$ cat config.mk
export PLATFORM = sky130hd
export DESIGN_NAME = psa_front
export DESIGN_NICKNAME = d
export VERILOG_FILES = /design/src/rtl/core/psa_pkg.sv /design/src/rtl/core/psa_front.sv
export SDC_FILE = /design/constraint.sdc
export NUM_CORES = 1
export LEC_CHECK = 0
export BUFFER_PORTS_ARGS = -buffer_cell sky130_fd_sc_hd__buf_2
export CAP_MARGIN = 20
export CELL_PAD_IN_SITES_DETAIL_PLACEMENT = 1
export CELL_PAD_IN_SITES_GLOBAL_PLACEMENT = 2
export CORE_MARGIN = 2
export CORE_UTILIZATION = 20
export CTS_CLUSTER_DIAMETER = 40
export DETAILED_ROUTE_END_ITERATION = 10
export PLACE_DENSITY_LB_ADDON = 0.1
export SETUP_SLACK_MARGIN = 0.05
export SYNTH_ARGS = -nofsm -noshare
export SYNTH_HDL_FRONTEND = slang
export SYNTH_SLANG_ARGS = --single-unit
$ cat constraint.sdc
create_clock -name clock -period 3.6 [get_ports clock]
set_clock_uncertainty 0.05 [all_clocks]
set_input_delay 0.36 -clock clock [delete_from_list [all_inputs] [get_ports clock]]
set_output_delay 0.36 -clock clock [all_outputs]
set_load 0.1 [all_outputs]
$ cat src/rtl/core/psa_pkg.sv
// ----------------------------------------------------------------------------
// psa_pkg
// Shared types and codes of the profile slot allocator.
// ----------------------------------------------------------------------------
package psa_pkg;

   localparam int CMD_W   = 2;
   localparam int BYTE_W  = 8;
   localparam int ID_W    = 11;
   localparam int ST_W    = 3;
   localparam int CFG_W   = 12;
   localparam int MAP_BITS = 32;
   localparam int CAP_LIMIT = 2048;
   localparam int QUEUE_DEPTH = 4;
   localparam int QP_W = 2;

   localparam logic [CMD_W-1:0] CMD_ADD    = 2'd0;
   localparam logic [CMD_W-1:0] CMD_REMOVE = 2'd1;
   localparam logic [CMD_W-1:0] CMD_READ   = 2'd2;

   localparam logic [ST_W-1:0] ST_OK      = 3'd0;
   localparam logic [ST_W-1:0] ST_FULL    = 3'd1;
   localparam logic [ST_W-1:0] ST_ZERO    = 3'd2;
   localparam logic [ST_W-1:0] ST_ALREADY = 3'd3;
   localparam logic [ST_W-1:0] ST_NEVER   = 3'd4;
   localparam logic [ST_W-1:0] ST_BUSY    = 3'd5;

   // Classified operation handed from front to back.
   typedef enum logic [2:0] {
      OP_FIRST,
      OP_BYTE,
      OP_LAST,
      OP_BUSY,
      OP_REMOVE,
      OP_READ
   } op_type;

   typedef struct packed {
      op_type             op;
      logic [BYTE_W-1:0]  data_byte;
      logic [ID_W-1:0]    slot_id;
      logic [BYTE_W-1:0]  byte_index;
   } entry_type;

endpackage

$ cat src/rtl/core/psa_front.sv
// ----------------------------------------------------------------------------
// psa_front
// Accepts requests, tracks the add run and classifies each request.
// ----------------------------------------------------------------------------
module psa_front
   import psa_pkg::*;
#(
   parameter int SLOT_BYTES = 256
) (
   input  logic                clock,
   input  logic                reset,
   input  logic                req_tvalid,
   output logic                req_tready,
   input  logic [CMD_W-1:0]    req_command,
   input  logic [BYTE_W-1:0]   req_data_byte,
   input  logic [ID_W-1:0]     req_slot_id,
   input  logic [BYTE_W-1:0]   req_byte_index,
   input  logic                q_full,
   output logic                q_push,
   output entry_type           q_entry
);

   localparam int PW = $clog2(SLOT_BYTES);

   logic [PW-1:0] count_ff, count_in;
   logic          accept;
   logic          in_run;
   logic          keep;

   assign req_tready = !q_full;
   assign accept     = req_tvalid && req_tready;
   assign in_run     = (count_ff != '0);

   // Classify the request against the add run
   always_comb begin
      q_entry.data_byte  = req_data_byte;
      q_entry.slot_id    = req_slot_id;
      q_entry.byte_index = req_byte_index;
      q_entry.op         = OP_BUSY;
      keep               = 1'b1;
      count_in           = count_ff;
      if (req_command == CMD_ADD) begin
         if (!in_run) begin
            q_entry.op = OP_FIRST;
            count_in   = PW'(1);
         end else if (count_ff == PW'(SLOT_BYTES - 1)) begin
            q_entry.op = OP_LAST;
            count_in   = '0;
         end else begin
            q_entry.op = OP_BYTE;
            count_in   = count_ff + PW'(1);
         end
      end else if (in_run) begin
         q_entry.op = OP_BUSY;
      end else if (req_command == CMD_REMOVE) begin
         q_entry.op = OP_REMOVE;
      end else if (req_command == CMD_READ) begin
         q_entry.op = OP_READ;
      end else begin
         keep = 1'b0;
      end
   end

   assign q_push = accept && keep;

   // Advance the byte position of the run
   always_ff @(posedge clock) begin
      if (reset) begin
         count_ff <= '0;
      end else if (accept) begin
         count_ff <= count_in;
      end
   end

endmodule

After elaboration in Yosys (flattened, before gate mapping). Cells that the tools add are included.

Logic and storage cells: 23. Bits of input ports: 33. Register bits: 8. Output and inout port bits: 32.

Eq/ne operators: 3. Muxes and demuxes: 12. Reductions and logical operators: 6. Add/sub/neg operators: 1.

Operator list (count): $mux W8 (2); $mux W3 (4); $add A8 B1 Y8 const B (1); $eq A8 B8 Y1 const B (1); $reduce_bool A8 Y1 (1); $mux W1 (4); $mux W2 (2); $eq A2 B1 Y1 const B (1); $eq A2 B2 Y1 const B (1); $logic_and A1 B1 Y1 (2); $logic_not A2 Y1 (1); $reduce_and A2 Y1 (1); $logic_not A1 Y1 (1).

Longest topological paths before layout. Gate-level depths: netlist of run 1.

Depth in word-level cells: 6. Mapped depth: 6. Depth with buffers taken out: 6.

Worst setup path before layout of run 1. No wires, ideal clock.

Kind: reg-to-output. Start: reg count_ff[0]. End: out q_entry[28] (netlist bit). Path slack: 0.214 ns. Data arrival time: 2.976 ns. Stages on the path, launching flop included: 7. Path buffers: 0. Path through: dfxtp_1 -> inv_1 -> ha_1 -> nor4b_4 -> nand2_4 -> nor2_1 -> o21ai_0.

RTL lines: from (decl) (line psa_front.sv:25) `logic [PW-1:0] count_ff, count_in;`; from (signal assigned) (line psa_front.sv:71) `count_ff <= count_in;`; to (decl) (line psa_front.sv:20) `output entry_type q_entry`.

Worst setup path in the final report of run 1.
Start: reg count_ff[0]. End: out q_push.

Longest elaborated chain between the ends: 4.

Ends and longest elaborated chain: $reduce_bool A8 Y1 (line psa_front.sv:32) `assign in_run = (count_ff != '0);`; $mux W1 (line psa_front.sv:53) `end else if (in_run) begin`; $mux W1 (line psa_front.sv:42) `if (req_command == CMD_ADD) begin`; $logic_and A1 B1 Y1 (line psa_front.sv:64) `assign q_push = accept && keep;`; to (decl) (line psa_front.sv:19) `output logic q_push,`.

No other way between the ends.

==> impl_results.md, run 1 <==
* Hold depth at 2
* Post-CTS Setup Repair Bufs at 0
* Hold path start: reset
* Clock Tree Root: sky130_fd_sc_hd__clkbuf_8
* Top Registers: count_ff: 8 flops
* Seq/Total Area, Yosys at 0.203
* Number of top-level pins at 65
* Number of antenna violations at the first check in global routing at 0
* Setup crit start: count_ff[0]$_SDFFE_PP0P_
* Overall Global Routing Usage at 0.0806
* Number of rows created at floorplan at 22
* Final hold viol count at 0
* Horizontal extent of the die at 66.8 um
* Mean post-synth cell area at between 8 and 9 um^2
* Power Internal at ~170 uW
* Area growth from synthesis to final layout at -6.98%
* Area contributors post-synth: sky130_fd_sc_hd__buf_4 26%, sky130_fd_sc_hd__dfxtp_1 20%, sky130_fd_sc_hd__nor3_2 7.6%
* Number of hold buffers added after cts at 0
* Die Height at 66.8 um
* Yosys Warn Count at 0
* Crit path setup slack, layout at about 1300 ps
* Pre-CTS worst setup slack at 1490 ps
* # Max-Cap Violations at 0
* Number of port buffers at 10
* Post-synth EDFFs at 0
* Fraction of final layout cells with drive strength greater than 1 at 0.347
* Register containing the most flip-flops in the final layout: count_ff
* Global placer's final weighted congestion at 0.691
* Flop and latch count out of synthesis at 8
* Fraction of power consumed by sequential logic at 0.343
* Power dissipated by switching net loads at between 80 and 90 uW
* Layout Nets at approximately 110
* Type of element launching the critical path: flip-flop
* Clock transition time at the flip-flop clock pins of the worst setup and hold paths at about 40 ps
* Clock insertion delay at the later pin of the skew report at 230 ps
* # clock sinks at 8
* GRT Residual Overflow at 0
* Drt first-iter violations at 4
* Max Clock Freq at 431 MHz
* Crit path max fanout at 8
* Post-synthesis cell count at 90
* Tightest Pin Transition at between 400 and 500 ps
* Prevailing post-synth register cell: sky130_fd_sc_hd__dfxtp_1
* Reg2Reg Setup Slack at around 2100 ps
* Overall power of the completed layout at 262 uW
* Standard cell core area at ~3700 um^2
* CP Class: flip-flop to output port
* Lkg Pwr at just under 0.3 nW
* Setup Total Neg Slack at 0 ps
* # diodes at 0
* Period utilization at 0.645
* Count of cells along the worst register-to-register path at 6
* CP Capture Type: output port
* Relative contribution of combinational cells to total power at 0.240
* Dominant cell type by area after synthesis: sky130_fd_sc_hd__buf_4
* Unrepaired setup endpoints after global routing: false
* Clock tree from TritonCTS: built
* Endpoint, Worst Hold: count_ff[5]$_SDFFE_PP0P_
* Worst min-delay path class: input pin to flip-flop
* Maximum number of pins on one net before global-route repair at 9
* Area enclosed by the die boundary at approximately 4500 um^2
* Headroom to the max-slew limit at 0.676
* Post-synthesis instance area at 788 um^2
* Largest voltage drop on the vdd net at between 150 and 200 uV
* Detailed Place HPWL at roughly 1300 um
* Drt pass-1 iters at 4
* Arr. time, crit path at 1910 ps
* Run status: finished, final reports clean
* CTS Buf Count at 3
* Area fraction of the dominant cell type after synthesis at 0.257
* Unique masters post-synth at 28
* Most instantiated cells after synthesis: 27 x sky130_fd_sc_hd__buf_4, 8 x sky130_fd_sc_hd__dfxtp_1, 6 x sky130_fd_sc_hd__inv_1, 6 x sky130_fd_sc_hd__nor3_2
* Effective utilization at floorplan at 0.212
* Flip-flop count of the largest register, all copies and words added at 8
* Clock network fraction of design power at 0.417
* CTS H-tree depth at 1
* Maximum root-to-sink buffer count at 2
* DRC violation count after routing at 0
* Data required time at the worst endpoint at around 3200 ps
* Most repeated cell in the gate-level netlist after synthesis: sky130_fd_sc_hd__buf_4
* Total of cells resized after clock tree synthesis at 0
* Async S/R FF share, synth at 0
* Reg-to-reg critical path startpoint: count_ff[0]$_SDFFE_PP0P_
* Drt via density at 4.15
* Via count of the first global-routing pass at ~540
* First-pass GRT wire length at between 2000 and 3000 um
* Net switching share of the total power at 0.336
* Period minus WS final at 2320 ps
* Pins Over Slew Limit at 0
* Post-Route WL at 1660 um
* R2R Path End: count_ff[3]$_SDFFE_PP0P_
* Power density over the cells at 357 nW/um^2
* Via total after detailed routing at 511
* Finish-stage setup viols at 0
* Post-detailed-route wirelength per cell at around 13 um
* Number of routed nets with antenna violations at 0
* Synth Net Count at roughly 130
-- worst max path at each step --
stage                       end  slack, ps  cells past startpoint
floorplan           q_entry[28]        210                      6
global placement    q_entry[29]       1430                      6
detailed placement       q_push       1490                      6
CTS                 q_entry[29]       1230                      6
global route        q_entry[29]       1150                      6
finish                   q_push       1280                      6
-- cell type report --
cell class	instances	area (um^2)
fillers	451	2980
multi-input cells	48	399
flip-flops and latches	8	160
well taps	48	60.1
repair buffers	10	50.0
clock buffers	3	41.3
inverters	6	22.5
-- logic make-up after synthesis --
group                    count (synthesis)  share of synthesized area
flip-flops                               8                      0.203
adder cells (fa/ha/maj)                  4                     0.0635
buffers and inverters                   34                      0.290
XOR/XNOR                                 5                     0.0556
multiplexers                             1                     0.0127
AND/OR/NAND/NOR                         31                      0.300
AO/OA/AOI/OAI                            7                     0.0746
-- power groups by stage --
stage / sequential (mW) / clock (mW) / combinational (mW)
6_report: 0.0898 / 0.109 / 0.0628
5_1_grt: 0.0897 / 0.119 / 0.0664
4_1_cts: 0.0897 / 0.114 / 0.0638
3_5_place_dp: 0.0913 / 0 / 0.0638
3_3_place_gp: 0.0913 / 0 / 0.0643
2_1_floorplan: 0.0912 / 0 / 0.192
-- critical path, cell delays in order (launching register included) --
cell and delay (ps):
sky130_fd_sc_hd__dfxtp_1 330, sky130_fd_sc_hd__inv_1 90, sky130_fd_sc_hd__ha_1 140, sky130_fd_sc_hd__nor4b_4 340, sky130_fd_sc_hd__nand2_4 160, sky130_fd_sc_hd__o311a_1 320, sky130_fd_sc_hd__buf_2 290
-- through the flow --
step	cell area (um^2)	instances	hold slack, ps	utilization
floorplan	788	90	412	-
global placement	692	120	444	0.186
detailed placement	692	120	451	0.186
CTS	733	123	407	0.197
global route	733	123	413	0.197
finish	733	123	400	0.197
-- layer usage --
| layer | track usage | wire length (um) | share of wire | vias up |
|---|---|---|---|---|
| met5 | 0 | 0 | 0 | - |
| met4 | 0.0434 | 53 | 0.032 | 0 |
| met3 | 0.0405 | 111 | 0.067 | 16 |
| met2 | 0.126 | 781 | 0.47 | 16 |
| met1 | 0.0882 | 714 | 0.43 | 233 |
| li1 | - | - | - | 246 |
-- cell usage in the layout (no fill, tap or decap), types with 2 or more instances in the layout --
| cell type | synthesis | final |
|---|---|---|
| sky130_fd_sc_hd__dfxtp_1 | 8 | 8 |
| sky130_fd_sc_hd__inv_1 | 6 | 6 |
| sky130_fd_sc_hd__nor3_2 | 6 | 6 |
| sky130_fd_sc_hd__clkbuf_8 | 0 | 3 |
| sky130_fd_sc_hd__buf_2 | 0 | 10 |
| sky130_fd_sc_hd__xnor2_1 | 4 | 4 |
| sky130_fd_sc_hd__nor2_1 | 5 | 5 |
| sky130_fd_sc_hd__ha_1 | 4 | 4 |
| sky130_fd_sc_hd__nand2_1 | 5 | 5 |
| sky130_fd_sc_hd__a21oi_1 | 2 | 2 |
| sky130_fd_sc_hd__nor3_1 | 3 | 3 |
| sky130_fd_sc_hd__nand3_1 | 3 | 3 |
No activity file was read; power rests on OpenSTA's default activity.
==> run 2, diff against run 1 <==
--- a/config.mk
+++ b/config.mk
@@ -10,7 +10,7 @@
 export CELL_PAD_IN_SITES_DETAIL_PLACEMENT = 1
 export CELL_PAD_IN_SITES_GLOBAL_PLACEMENT = 2
 export CORE_MARGIN = 2
-export CORE_UTILIZATION = 20
+export CORE_UTILIZATION = 17
 export CTS_CLUSTER_DIAMETER = 40
 export DETAILED_ROUTE_END_ITERATION = 10
 export PLACE_DENSITY_LB_ADDON = 0.1
==> constraint.sdc (replaced) <==
create_clock -name clock -period 2.1 [get_ports clock]
set_clock_uncertainty 0.05 [all_clocks]
set_input_delay 0.21 -clock clock [delete_from_list [all_inputs] [get_ports clock]]
set_output_delay 0.21 -clock clock [all_outputs]
set_load 0.1 [all_outputs]
==> run 2 against run 1 <==
First-iteration DRC count increased to 5.0 times the previous value; sequential power increased by 71%; die area increased by 17%; largest power group unchanged.
==> impl_results.md, run 2 (synthesis gave the netlist of run 1 again) <==
* Worst min-delay path class: input pin to flip-flop
* Post-Route WL at between 1500 and 2000 um
* DRC violation count after routing at 0
* CTS Buf Count at 3
* Cell-by-cell listing of the critical path: inv_1 > ha_1 > nor4b_4 > nand2_4 > buf_6 > nand2_1 > a32oi_4 > buf_12
* Number of antenna violations at the first check in global routing at 0
* Clock tree from TritonCTS: built
* Clock network fraction of design power at 0.394
* Standard cell core area at 4410 um^2
* Power Internal at 325 uW
* Overall power of the completed layout at between 400 and 500 uW
* Largest voltage drop on the vdd net at between 200 and 250 uV
* Reg-to-reg critical path startpoint: count_ff[0]$_SDFFE_PP0P_
* Reg2Reg Setup Slack at ~550 ps
* Maximum root-to-sink buffer count at 2
* GRT Residual Overflow at 0
* Hold path start: reset
* Final hold viol count at 0
* Drt first-iter violations at 20
* Max Clock Freq at ~510 MHz
* First-pass GRT wire length at 3230 um
* Number of top-level pins at 65
* Number of routed nets with antenna violations at 0
* Number of rows created at floorplan at 24
* Die Height at slightly above 70 um
* CTS H-tree depth at 1
* Post-CTS Setup Repair Bufs at 0
* Drt via density at 4.08
* Post-detailed-route wirelength per cell at 14.9 um
* # Max-Cap Violations at 0
* Pins Over Slew Limit at 0
* Total of cells resized after clock tree synthesis at 0
* # clock sinks at 8
* Register containing the most flip-flops in the final layout: count_ff
* Maximum number of pins on one net before global-route repair at 9
* Final core utilization at 0.190
* Leading cell types in the layout, fill and taps excluded: 6 x sky130_fd_sc_hd__inv_1, 6 x sky130_fd_sc_hd__nor3_2, 6 x sky130_fd_sc_hd__dfxtp_1, 6 x sky130_fd_sc_hd__buf_2
* Headroom to the max-slew limit at 0.678
* Number of hold buffers added after cts at 0
* Non-filler cells in the finished layout at 129
* Power density over the cells at 585 nW/um^2
* Area enclosed by the die boundary at around 5200 um^2
* Fraction of final layout cells with drive strength greater than 1 at 0.429
* Area growth from synthesis to final layout at 6.67%
* Drt pass-1 iters at 4
* Unrepaired setup endpoints after global routing: false
* Fraction of power consumed by sequential logic at 0.313
* Count of cells along the worst register-to-register path at 7
* Run status: finished, final reports clean
* Setup Total Neg Slack at 0 ps
* Type of element launching the critical path: flip-flop
* Finish-stage setup viols at 0
* Hold depth at 2
* Clock Tree Root: sky130_fd_sc_hd__clkbuf_8
* Global placer's final weighted congestion at a little over 0.7
* Lkg Pwr at roughly 0.33 nW
* Critical Path Slowest Stage Cell: sky130_fd_sc_hd__dfxtp_2
* Endpoint, Worst Hold: count_ff[1]$_SDFFE_PP0P_
* Overall Global Routing Usage at 0.0825
* R2R Path End: count_ff[4]$_SDFFE_PP0P_
* Slowest Stage Delay on Critical Path at approximately 350 ps
* Via total after detailed routing at roughly 530
* Power dissipated by switching net loads at between 150 and 200 uW
* Flip-flop count of the largest register, all copies and words added at 8
* Number of port buffers at 10
* Data required time at the worst endpoint at around 1800 ps
* CP Class: flip-flop to output port
* Relative contribution of combinational cells to total power at 0.294
* Clock insertion delay at the later pin of the skew report at 230 ps
* Crit path max fanout at 7
* Clock transition time at the flip-flop clock pins of the worst setup and hold paths at 50 ps
* Effective utilization at floorplan at 0.179
* Period utilization at 0.925
* Net switching share of the total power at 0.339
* Arr. time, crit path at 1680 ps
* Via count of the first global-routing pass at roughly 630
* Detailed Place HPWL at 1580 um
* Tightest Pin Transition at ~490 ps
* Top Registers: count_ff: 8 flops
* # diodes at 0
* Number of placed instances with taps included at 126
* Horizontal extent of the die at roughly 72 um
* CP Capture Type: output port
* Layout Nets at 116
* Period minus WS final at 1940 ps
## run 2: worst max path at each step
stage	from	endpoint	slack, ps	cells after the start
after CTS	count_ff[0]$_SDFFE_PP0P_	q_entry[27]	50	8
after global routing	count_ff[0]$_SDFFE_PP0P_	q_entry[28]	70	8
after floorplan	q_full	q_push	90	2
after global placement	req_command[1]	q_push	340	5
final	count_ff[0]$_SDFFE_PP0P_	q_entry[27]	160	8
after detailed placement	req_command[1]	count_ff[4]$_SDFFE_PP0P_	280	7
## run 2: power groups by stage
stage                     Sequential (mW)  Clock [mW]  Combinational [mW]
after detailed placement            0.156           0               0.146
after CTS                           0.153       0.206               0.146
after floorplan                     0.156           0               0.340
after global placement              0.156           0               0.146
after global routing                0.153       0.215               0.152
final                               0.154       0.194               0.144
## run 2: per-layer routing
metal	track usage	wire [um]
met1	0.0941	842
met2	0.140	930
met3	0.0361	138
met4	0.0231	13
met5	0	0
## run 2: critical path, delay by kind of cell, from the launching register on
family	cells	cell delay, ps
compound gates	1	190
fa+ha+maj	1	200
buf+inv	3	410
flops	1	350
simple gates	3	300
## run 2: final cells by class
class                           instances  area, um^2
Tap cell                               52        65.1
Sequential cell                         8         163
Clock buffer                            3        41.3
Inverter                                6        22.5
Timing Repair Buffer                   12         116
Multi-Input combinational cell         48         433
Fill cell                             514        3570
## run 2: per-stage QoR
stage	setup WS, ps	instance area (um^2)	hold slack (ps)
global route	67.2	841	261
CTS	54.6	832	261
global placement	339	791	371
detailed placement	275	791	371
floorplan	85.7	822	412
finish	156	841	250
