--- src/rtl/core/psa_pkg.sv ---
// ----------------------------------------------------------------------------
// psa_pkg
// Shared types and codes of the profile slot allocator.
// ----------------------------------------------------------------------------
package psa_pkg;

   localparam int CMD_W   = 2;
   localparam int BYTE_W  = 8;
   localparam int ID_W    = 11;
   localparam int ST_W    = 3;
   localparam int CFG_W   = 12;
   localparam int MAP_BITS = 32;
   localparam int CAP_LIMIT = 2048;
   localparam int QUEUE_DEPTH = 4;
   localparam int QP_W = 2;

   localparam logic [CMD_W-1:0] CMD_ADD    = 2'd0;
   localparam logic [CMD_W-1:0] CMD_REMOVE = 2'd1;
   localparam logic [CMD_W-1:0] CMD_READ   = 2'd2;

   localparam logic [ST_W-1:0] ST_OK      = 3'd0;
   localparam logic [ST_W-1:0] ST_FULL    = 3'd1;
   localparam logic [ST_W-1:0] ST_ZERO    = 3'd2;
   localparam logic [ST_W-1:0] ST_ALREADY = 3'd3;
   localparam logic [ST_W-1:0] ST_NEVER   = 3'd4;
   localparam logic [ST_W-1:0] ST_BUSY    = 3'd5;

   // Classified operation handed from front to back.
   typedef enum logic [2:0] {
      OP_FIRST,
      OP_BYTE,
      OP_LAST,
      OP_BUSY,
      OP_REMOVE,
      OP_READ
   } op_type;

   typedef struct packed {
      op_type             op;
      logic [BYTE_W-1:0]  data_byte;
      logic [ID_W-1:0]    slot_id;
      logic [BYTE_W-1:0]  byte_index;
   } entry_type;

endpackage

--- src/rtl/core/psa_queue.sv ---
// ----------------------------------------------------------------------------
// psa_queue
// Short FIFO of classified requests between front and back.
// ----------------------------------------------------------------------------
module psa_queue
   import psa_pkg::*;
(
   input  logic      clock,
   input  logic      reset,
   input  logic      push,
   input  entry_type push_entry,
   output logic      full,
   input  logic      pop,
   output logic      head_valid,
   output entry_type head_entry
);

   entry_type       slots_ff [QUEUE_DEPTH];
   logic [QP_W-1:0] wr_ptr_ff, rd_ptr_ff;
   logic [QP_W:0]   fill_ff;
   logic            do_pop;

   assign full       = (fill_ff == (QP_W+1)'(QUEUE_DEPTH));
   assign head_valid = (fill_ff != '0);
   assign head_entry = slots_ff[rd_ptr_ff];
   assign do_pop     = pop && head_valid;

   // Store entries
   always_ff @(posedge clock) begin
      if (push) begin
         slots_ff[wr_ptr_ff] <= push_entry;
      end
   end

   // Advance pointers and fill level
   always_ff @(posedge clock) begin
      if (reset) begin
         wr_ptr_ff <= '0;
         rd_ptr_ff <= '0;
         fill_ff   <= '0;
      end else begin
         if (push) begin
            wr_ptr_ff <= wr_ptr_ff + QP_W'(1);
         end
         if (do_pop) begin
            rd_ptr_ff <= rd_ptr_ff + QP_W'(1);
         end
         if (push && !do_pop) begin
            fill_ff <= fill_ff + (QP_W+1)'(1);
         end else if (do_pop && !push) begin
            fill_ff <= fill_ff - (QP_W+1)'(1);
         end
      end
   end

endmodule

--- config.mk ---
export PLATFORM = sky130hd
export DESIGN_NAME = psa_queue
export DESIGN_NICKNAME = d
export VERILOG_FILES = /design/src/rtl/core/psa_pkg.sv /design/src/rtl/core/psa_queue.sv
export SDC_FILE = /design/constraint.sdc
export NUM_CORES = 1
export LEC_CHECK = 0
export BUFFER_PORTS_ARGS = -buffer_cell sky130_fd_sc_hd__buf_2
export CAP_MARGIN = 40
export CORE_MARGIN = 2
export CORE_UTILIZATION = 50
export CTS_CLUSTER_SIZE = 40
export DETAILED_ROUTE_END_ITERATION = 7
export GPL_TIMING_DRIVEN = 0
export PLACE_DENSITY = 0.71
export SLEW_MARGIN = 20
export SYNTH_ARGS = -nofsm -noshare
export SYNTH_HDL_FRONTEND = slang
export SYNTH_SLANG_ARGS = --single-unit
--- constraint.sdc ---
create_clock -name clock -period 3.7 [get_ports clock]
set_input_delay 0.555 -clock clock [delete_from_list [all_inputs] [get_ports clock]]
set_output_delay 0.555 -clock clock [all_outputs]
set_load 0.02 [all_outputs]
== Word-level counts from Yosys, hierarchy flattened ==
Memory sizes are Yosys's and may differ from the RTL's. A register that Yosys moved wholly into a read port is not among the register bits.
Cells that the tools add are included.

* Memories kept: 1
* Input bits: 34
* ROM bits: 0
* Register bits: 7
* Latch bits: 0
* Memory bits (writable): 120

{| class="wikitable"
|+ Memory list
! name !! depth !! bits a word !! rd ports !! clocked after memory_dff !! wr ports !! line !! RTL
|-
| slots_ff || 4 || 30 || 1 || 1 || 1 || psa_queue.sv:18 || <nowiki>entry_type slots_ff [QUEUE_DEPTH];</nowiki>
|}

* Multiply operators: 0
* Eq/ne operators: 1
* Multiplexer cells: 6
* Div/mod/pow operators: 0
* Order comparisons: 0
* $add $sub $neg: 4
* Reductions and logical operators: 7
* Shifts and indexed selects: 0
* Bitwise gates (word level): 0

{| class="wikitable"
|+ Operators with widths
! kind !! number
|-
| $mux 3 || 2
|-
| $add 2x1->2 const B || 2
|-
| $mux 2 || 2
|-
| $add 3x1->3 const B || 1
|-
| $eq 3x3->1 const B || 1
|-
| $logic_and 1x1->1 || 3
|-
| $reduce_bool 3->1 || 1
|-
| $sub 3x1->3 const B || 1
|-
| $logic_not 1->1 || 2
|-
| $mux 1 || 2
|-
| $reduce_bool 2->1 || 1
|}

== Logic depth before layout (Yosys ltp) ==
Gate-level depths: netlist (run 1).

* Depth in word-level cells: 5
* Depth in mapped cells: 7
* Mapped depth without buffers: 7

== Worst setup path before layout (run 1) ==
Ideal clock, no wire load.

* Path kind: register -> register
* Start: register fill_ff[1]
* End: register fill_ff[2]
* Arrival time: 1.835 ns
* Slack: 1.795 ns
* Cell stages (with the launch flop): 8
* Setup time: 0.070 ns
* Buffers on the path: 0
* Cell sequence: dfxtp_1 -> o31ai_4 -> ha_1 -> inv_1 -> fa_1 -> xor2_1 -> or3_1 -> a21oi_1

* Longest elaborated chain between the ends: 5
* Elaborated cells on any way between the ends: 10
* Those cells by class: add/sub: 2; mux: 2; reduce/logical: 6

{| class="wikitable"
|+ Ends and longest elaborated chain
! item !! line !! RTL
|-
| start, declared || psa_queue.sv:20 || <nowiki>logic [QP_W:0] fill_ff;</nowiki>
|-
| start signal, assigned || psa_queue.sv:49 || <nowiki>fill_ff <= fill_ff + (QP_W+1)'(1);</nowiki>
|-
| start signal, assigned || psa_queue.sv:51 || <nowiki>fill_ff <= fill_ff - (QP_W+1)'(1);</nowiki>
|-
| branches (longest 5 deep; another with $sub 3x1->3) || - ||
|}

Parallel ways; which one is timed is not known. The select of a mux whose other input is x is not followed.
A chain may end at the register's enable or synchronous reset.

==> results of run 1 <==
==> power breakdown <==
group / internal, W / switching, W
clock network: 0.00103 / 0.000611
logic: 0.000429 / 0.000492
registers: 0.00169 / 0.0000539
==> area by class of cell <==
cell class | instances | area (sq um)
Sequential cell | 129 | 3784
Fill cell | 613 | 3276
Multi-Input combinational cell | 61 | 938.4
Timing Repair Buffer | 68 | 422.9
Clock buffer | 17 | 414.1
Clock inverter | 14 | 180.2
Tap cell | 129 | 161.4
Buffer | 7 | 52.55
Inverter | 3 | 11.26
==> synth_stat cells (2+ instances only) <==
| cell type | n |
|---|---|
| ha_1 | 5 |
| xor2_1 | 4 |
| mux4_2 | 30 |
| dfxtp_1 | 9 |
| buf_6 | 3 |
| or3_1 | 2 |
| buf_2 | 3 |
| nor2_1 | 7 |
| inv_1 | 3 |
| edfxtp_1 | 120 |
| mux2i_1 | 2 |
| and2_1 | 4 |
==> cell families after synthesis <==
| group | after synthesis | share of synthesized area [%] |
|---|---|---|
| compound gates | 4 | 0.8373 |
| mux | 32 | 14.55 |
| xor+xnor | 5 | 0.9159 |
| buf+inv | 10 | 1.334 |
| flops | 129 | 79.14 |
| simple gates | 14 | 1.492 |
| fa+ha+maj | 6 | 1.727 |
==> registers in the layout (all words and copies together), names as in the netlist, named ones only <==
name,cells
fill_ff,3
rd_ptr_ff,2
slots_ff,120
wr_ptr_ff,2
==> cell usage in the layout (no fill, tap or decap), types with 3 or more instances in the layout <==
cell	count
edfxtp_1	120
buf_2	67
mux4_2	30
clkbuf_16	16
dfxtp_1	9
nor2_1	7
ha_1	5
inv_6	5
and2_2	4
xor2_1	4
inv_1	3
buf_6	3
clkinv_4	3
bufinv_16	3
buf_16	3
==> path summary, 6_finish.rpt <==
check | start | endpoint | slack (ns) | cells past startpoint
worst min register to register | rd_ptr_ff[0] | rd_ptr_ff[0] | 0.55 | 2
worst max-delay path | flop | head_entry[4] | 1.30 | 3
worst min-delay path | push_entry[12] | slots_ff[3][12] | 0.26 | 1
worst max register to register | fill_ff[1] | fill_ff[2] | 1.66 | 7
==> worst max-delay path: cells and delay by family, from the launching register on <==
family	cells	cell delay, ns
multiplexers	1	0.54
buffers and inverters	2	0.39
flip-flops	1	0.41
==> stage by stage <==
stage / util [%] / setup slack [ns] / instances / hold WS (ns)
6_report: 64.55 / 1.300 / 428 / 0.2648
5_1_grt: 64.55 / 1.198 / 428 / 0.2371
4_1_cts: 64.55 / 1.246 / 428 / 0.2394
3_5_place_dp: 58.12 / 1.606 / 397 / 0.5265
3_3_place_gp: 56.95 / 1.282 / 393 / 0.5112
2_1_floorplan: - / 1.795 / 200 / 0.4847
==> routing by layer <==
layer	GRT usage [%]	share of wire, %	vias to the layer above
li1	-	-	1013
met1	21.06	45	1162
met2	26.06	50	58
met3	5.521	4.0	5
met4	6.861	0.73	0
met5	0	0	-
==> flow_summary_export.csv, run 1 <==
group,metric,value,unit
floorplan,io_pins,66,
sta,timing.final.crit_share,64.86,%
synthesis,netlist_instances,200,
clock_network,cts_tree,"yes",
placed_design,placed_area,0.005370,sq mm
clock_network,clockRootBuffer,"clkbuf_8",
grt,grtUsageTotal,16.45,%
synthesis,synth-edff-count,120,
critical_path,critical_path_class,"flop to output port",
route,drtIter0Drc,105,
final_layout,diodes,0,
synthesis,ys_warn_count,0,
synthesis,synth.avg_cell_area,23.90,sq um
synthesis,synthArstFlopShare,0,%
clock_network,htree_num_levels,4,
sta,setup_viol,0,
synthesis,synth_cell_types,20,
sta,rsz0062_at_grt,"no",
power_and_ir_drop,power,0.004310,W
clock_network,clock_latency,0.50,ns
clock_network,numCtsBuffers,17,
floorplan,core,0.009240,sq mm
sta,fmax,0.4167,GHz
synthesis,synth_top_cell_by_area,"edfxtp_1",
grt,grt_pass1_wl,11.94,mm
clock_network,cts_resized,0,
route,drtAntennaViolNets,0,
route,vias,2238,
power_and_ir_drop,ir_worst_vdd,0.0004188,V
synthesis,ys_seq_elements,129,
min_path,min_path_type,"input port to flop",
floorplan,die_h,101.8,um
grt,grt_antenna_before_repair,0,
final_layout,nNetsFinal,327,
synthesis,synthesis.nets,240,
critical_path,crit_path_top_delay_cell,"mux4_2",
run_status,status,"finished, final reports clean",
route,first_pass_iters,4,
route,drcViolationCount,0,
sta,maxSlewHeadroom,71.67,%
synthesis,netlist_area,0.004781,sq mm
grt,grt_max_degree,23,
final_layout,syn_to_final_growth,24.76,%
synthesis,synth_ff_type,"edfxtp_1",
run,cap_viol_max_count,0,
placed_design,port_buffers,64,
sta,finalHoldViolations,0,
grt,grt_pass1_vias,2265,
final_layout,fin_area,0.005964,sq mm
critical_path,slowest_delay,0.54,ns
final_layout,drive_above_1_share,46.82,%
clock_network,clk_pin_slew_worst_paths,0.06,ns
critical_path,cp.required,3.14,ns
power_and_ir_drop,power.leakage,2.083,nW
critical_path,cp_cell_sequence,"buf_6, mux4_2, buf_2",
floorplan,die_area,0.01036,sq mm
floorplan,rows,35,
critical_path,path_max_fanout,10,
synthesis,yosysTopAreaCellShare,75.37,%
route,route.detailed.wl_per_inst,18.34,um
clock_network,cts_sinks,129,
synthesis,synth.area.top_cells,"edfxtp_1 (75%), mux4_2 (14%), dfxtp_1 (3.8%), ha_1 (1.3%), xor2_1 (0.73%)",
sta,final_max_slew_viol_count,0,
critical_path,critPathCaptureType,"output port",
critical_path,arrival,1.84,ns
floorplan,initial_core_util,51.74,%
sta,tightestPinTransition,0.4250,ns
placed_design,gp_congestion,0.7093,
floorplan,die_w,101.8,um
sta,setup-tns-final,0,ns
route,viasPerCell,5.229,
grt,grt_overflow,0,
sta,clock_skew,0.006383,ns
synthesis,ys_seq_area_share,79.14,%
clock_network,cts_setup_buffers,0,
clock_network,cts_hold_buf,0,
critical_path,startpoint_type,"flop",
route,wirelength,7.851,mm
sta,period_needed,2.400,ns
clock_network,clockBufferDepth,2,
power_and_ir_drop,powerDensity,722.5,mW/mm^2
placed_design,hpwl,4.837,mm
Power figures use the tool's default switching activity.
==> run 2, diff against run 1 <==
PLACE_DENSITY = 0.74   (was 0.71)
clock period = 2 ns   (was 3.7 ns; I/O delays follow)
==> run 2 against run 1 <==
Effect of this change: the flow now finishes with violations (negative setup slack); critical path depth is the same; worst setup slack lost 1.4 ns; global-route usage grew 0.29 points; final cell count grew 6.5%; clock skew is essentially flat; register-to-register slack lost 1.6 ns; die area is the same; critical path type unchanged; critical endpoint is now head_entry[1]; largest power group is now clock.
==> flow_summary_export.csv, run 2 (synthesis results as in run 1) <==
group,metric,value,unit
route,drtIter0Drc,90,
final_layout,syn_to_final_growth,32.43,%
floorplan,core,0.009240,sq mm
sta,fin_ws,-0.05594,ns
final_layout,final_common_cell,"edfxtp_1",
critical_path,critPathCaptureType,"output port",
critical_path,reg2reg_from,"fill_ff[2]",
floorplan,die_w,101.8,um
final_layout,drive_above_1_share,44.04,%
power_and_ir_drop,comb_power_share,22.1,%
min_path,holdCritStartpoint,"push_entry[19]",
run_status,status,"complete, but fails checks",
final_layout,fill_cells,594,
placed_design,hpwl,4.924,mm
final_layout,largest_reg_flops,120,
sta,setup-tns-final,-0.9194,ns
critical_path,cp.required,1.70,ns
min_path,min_path_type,"input port to flop",
sta,finalHoldViolations,0,
final_layout,final_util,68.52,%
power_and_ir_drop,power,0.008389,W
critical_path,critical_path_class,"flop to output port",
final_layout,diodes,0,
sta,period_needed,2.056,ns
clock_network,clock_latency,0.51,ns
floorplan,io_pins,66,
power_and_ir_drop,seqPwrFrac,38.7,%
power_and_ir_drop,p_clk_share,39.2,%
sta,setup_viol,30,
power_and_ir_drop,ir_worst_vdd,0.0007304,V
sta,rsz0062_at_grt,"yes",
critical_path,startpoint_type,"flop",
critical_path,path_max_fanout,10,
sta,clock_skew,0.006811,ns
power_and_ir_drop,powerDensity,1325,mW/mm^2
power_and_ir_drop,p_switching,0.002064,W
sta,final_max_slew_viol_count,0,
grt,grt_antenna_before_repair,0,
sta,maxSlewHeadroom,76.07,%
clock_network,clk_pin_slew_worst_paths,0.05,ns
clock_network,numCtsBuffers,17,
run_status,failed_checks,"negative setup slack",
clock_network,clockRootBuffer,"clkbuf_8",
route,first_pass_iters,4,
route,wirelength,7.968,mm
power_and_ir_drop,internal_power,0.006325,W
grt,grt_pass1_vias,2391,
clock_network,cts_sinks,129,
sta,fmax,0.4864,GHz
clock_network,cts_tree,"yes",
grt,grt_overflow,0,
run,cap_viol_max_count,0,
power_and_ir_drop,power_switching_share,24.60,%
floorplan,die_area,0.01036,sq mm
placed_design,placed_cells,397,
clock_network,clockBufferDepth,2,
final_layout,finalNonFillerCells,456,
route,drcViolationCount,0,
grt,grtUsageTotal,16.74,%
floorplan,initial_core_util,51.74,%
grt,grt_pass1_wl,12.52,mm
final_layout,largest-register,"slots_ff",
final_layout,mostFrequentLayoutCells,"edfxtp_1 (120), buf_2 (64), mux4_2 (30), dlygate4sd3_1 (25), clkbuf_16 (16)",
final_layout,nNetsFinal,354,
floorplan,die_h,101.8,um
final_layout,seq_area,0.003796,sq mm
clock_network,htree_num_levels,4,
route,drtAntennaViolNets,0,
floorplan,rows,35,
route,route.detailed.wl_per_inst,17.47,um
sta,timing.final.crit_share,102.8,%
critical_path,arrival,1.76,ns
sta,tightestPinTransition,0.3533,ns
power_and_ir_drop,power.leakage,2.227,nW
route,vias,2333,
placed_design,port_buffers,64,
placed_design,gp_congestion,0.6549,
final_layout,reg_top3,"slots_ff (120), fill_ff (3)",
final_layout,multiInputGateArea,943.4,sq um
grt,grt_max_degree,22,
route,viasPerCell,5.116,
## run 2: cell types whose count changed in the layout (fill, tap and decap cells not counted), moves of 2 or more
cell           delta
buf_12            +2
buf_2             -3
buf_4             +2
bufinv_16         +3
clkbuf_1          +3
clkinv_1          +2
clkinv_4          -3
dfxtp_1           -4
dfxtp_4           +3
dlygate4sd3_1    +25
inv_6             -5
## run 2: final cells by class
| class | instances | area share [%] |
|---|---|---|
| sequential | 129 | 59.96 |
| multi-input combinational | 61 | 14.90 |
| timing repair buffer | 95 | 11.17 |
| clock buffer | 20 | 6.719 |
| clock inverter | 12 | 3.360 |
| tap | 129 | 2.549 |
| buffer | 7 | 1.166 |
| inverter | 3 | 0.1779 |
## run 2: power groups by stage
stage	Sequential, W	Clock, W	Combinational [W]
CTS	0.00325	0.00335	0.00184
global route	0.00327	0.00346	0.00200
finish	0.00325	0.00329	0.00185
floorplan	0.00326	0	0.00125
detailed placement	0.00328	0	0.00174
global placement	0.00327	0	0.00169
## run 2: worst paths after layout
path | end | slack, ns | depth (start not counted)
max reg2reg | fill_ff[2] | 0.09 | 7
min | slots_ff[1][19] | 0.02 | 1
max | head_entry[1] | -0.06 | 3
min reg2reg | fill_ff[2] | 0.54 | 2
## run 2: critical path, cell delays in order, from the launching register on
cell	delay, ns
dfxtp_4	0.39
buf_12	0.16
mux4_2	0.53
buf_2	0.18
## run 2: metal layers
layer | up-vias | wire, um | GRT usage (%)
met2 | 67 | 3937 | 26.32
met1 | 1189 | 3640 | 22.38
met3 | 8 | 322 | 5.176
met4 | 0 | 67 | 5.925
li1 | 1069 | - | -
met5 | - | 0 | 0
## run 2: stage by stage
step	instance area, sq um	worst slack (ns)	hold slack [ns]
global placement	5263	-0.2187	0.5122
detailed placement	5370	-0.01690	0.5160
floorplan	4781	0.09535	0.3989
CTS	6295	-0.09542	0.001359
global route	6331	-0.1343	0.01038
finish	6331	-0.05594	0.02029
## run 2: repair_timing
item                                   4_1_cts  5_1_grt
endpoints found under the hold margin      100        0
resized for setup                           12        8
setup endpoints to repair                   31       31
setup buffers                                0        2
hold buffers                                25        0
pin swaps                                    0        2
==> run 3, diff against run 2 <==
==> constraint.sdc (replaced) <==
create_clock -name clock -period 2 [get_ports clock]
set_input_delay 0.4 -clock clock [delete_from_list [all_inputs] [get_ports clock]]
set_output_delay 0.4 -clock clock [all_outputs]
set_load 0.02 [all_outputs]
==> run 3 against run 2 <==
Effect of this change: the flow still finishes with violations (negative setup slack); utilization is 2.7 points lower; count of clock-buffer cells in the layout unchanged; maximum frequency fell by 4.6%; largest cell class unchanged; largest power group unchanged; highest routed layer unchanged.
==> flow_summary_export.csv, run 3 (synthesis results as in run 1) <==
group,metric,value,unit
sta,tightestPinTransition,0.3556,ns
clock_network,cts_tree,"yes",
route,route.detailed.wl_per_inst,18.19,um
sta,fin_ws,-0.1559,ns
power_and_ir_drop,power.leakage,2.124,nW
sta,finalHoldViolations,0,
placed_design,hpwl,4.924,mm
grt,grt_pass1_vias,2304,
run_status,status,"complete, but fails checks",
floorplan,core,0.009240,sq mm
grt,grt_pass1_wl,12.18,mm
sta,timing.final.crit_share,107.8,%
power_and_ir_drop,powerDensity,1375,mW/mm^2
placed_design,gp_congestion,0.6549,
floorplan,die_h,101.8,um
sta,period_needed,2.156,ns
critical_path,arrival,1.76,ns
final_layout,largest_reg_flops,120,
critical_path,path_max_fanout,10,
critical_path,startpoint_type,"flop",
route,wirelength,7.839,mm
clock_network,clockBufferDepth,2,
floorplan,initial_core_util,51.74,%
clock_network,numCtsBuffers,17,
run,cap_viol_max_count,0,
clock_network,clock_latency,0.51,ns
grt,grt_antenna_before_repair,0,
sta,rsz0062_at_grt,"yes",
final_layout,largest-register,"slots_ff",
clock_network,htree_num_levels,4,
grt,grtUsageTotal,16.39,%
floorplan,io_pins,66,
final_layout,mostFrequentLayoutCells,"edfxtp_1 (120), buf_2 (64), mux4_2 (30), clkbuf_16 (16), nor2_1 (7)",
grt,grt_max_degree,22,
critical_path,cp.required,1.60,ns
sta,fmax,0.4638,GHz
final_layout,nNetsFinal,329,
final_layout,diodes,0,
floorplan,die_w,101.8,um
clock_network,clk_pin_slew_worst_paths,0.05,ns
critical_path,critical_path_class,"flop to output port",
clock_network,clockRootBuffer,"clkbuf_8",
sta,clock_skew,0.005893,ns
floorplan,die_area,0.01036,sq mm
floorplan,rows,35,
route,vias,2223,
final_layout,reg_top3,"slots_ff (120), fill_ff (3)",
final_layout,drive_above_1_share,47.68,%
grt,grt_overflow,0,
sta,final_max_slew_viol_count,0,
run_status,failed_checks,"negative setup slack",
final_layout,finalNonFillerCells,431,
route,first_pass_iters,4,
sta,timing.hold.ws,0.1082,ns
sta,setup_viol,30,
placed_design,placed_cells,397,
placed_design,port_buffers,64,
sta,maxSlewHeadroom,75.92,%
final_layout,syn_to_final_growth,27.30,%
sta,setup-tns-final,-3.743,ns
final_layout,final_common_cell,"edfxtp_1",
route,viasPerCell,5.158,
final_layout,final_util,65.86,%
placed_design,dpl_worst_slack,-0.01690,ns
route,drtAntennaViolNets,0,
critical_path,rrSetupSlack,0.09,ns
route,drcViolationCount,0,
critical_path,critPathCaptureType,"output port",
min_path,min_path_type,"input port to flop",
route,drtIter0Drc,72,
power_and_ir_drop,ir_worst_vdd,0.0007326,V
clock_network,cts_sinks,129,
==> run 3: path summary, 6_finish.rpt <==
path                                    start        endpoint  depth (start not counted)
worst max-delay path                     flop   head_entry[1]                          3
worst min-delay path            push_entry[5]  slots_ff[3][5]                          1
worst max register to register     fill_ff[2]      fill_ff[2]                          7
worst min register to register     fill_ff[2]      fill_ff[2]                          2
==> run 3: timing repair <==
action / CTS / global route
endpoints found under the setup margin: 31 / 31
buffers inserted: 0 / 2
pin swaps: 0 / 2
hold buffers: 0 / 0
gates cloned: 0 / 0
resized for setup: 12 / 9
==> run 3: critical path: stages (launching register included) <==
cell and delay, ns:
dfxtp_4 0.39, buf_12 0.16, mux4_2 0.52, buf_2 0.18
==> run 3: routing by layer <==
metal	vias up	track usage (%)	share of wire, %
met1	1137	21.95	45
li1	1016	-	-
met2	64	25.40	49
met3	6	5.452	4.9
met4	0	5.925	0.65
met5	-	0	0
==> run 3: metrics by stage <==
step                cell area [sq um]  power, W
floorplan                        4781  0.004504
CTS                              6045  0.008396
finish                           6086  0.008368
global route                     6086  0.008708
detailed placement               5370  0.005017
global placement                 5263  0.004961
==> run 3: cell type report <==
type	instances	area (sq um)
plain buffers	7	78.83
clock buffers	20	425.4
clock inverters	12	212.7
fillers	616	3154
inverters	3	11.26
multi-input cells	61	943.4
flip-flops and latches	129	3796
well taps	129	161.4
repair buffers	70	456.7
==> run 3: report_power, final <==
part	total, W	internal (W)	switching [W]
Combinational	0.00183	0.000903	0.000924
Sequential	0.00325	0.00314	0.000105
Clock	0.00329	0.00226	0.00103
Total	0.00837	0.00631	0.00206
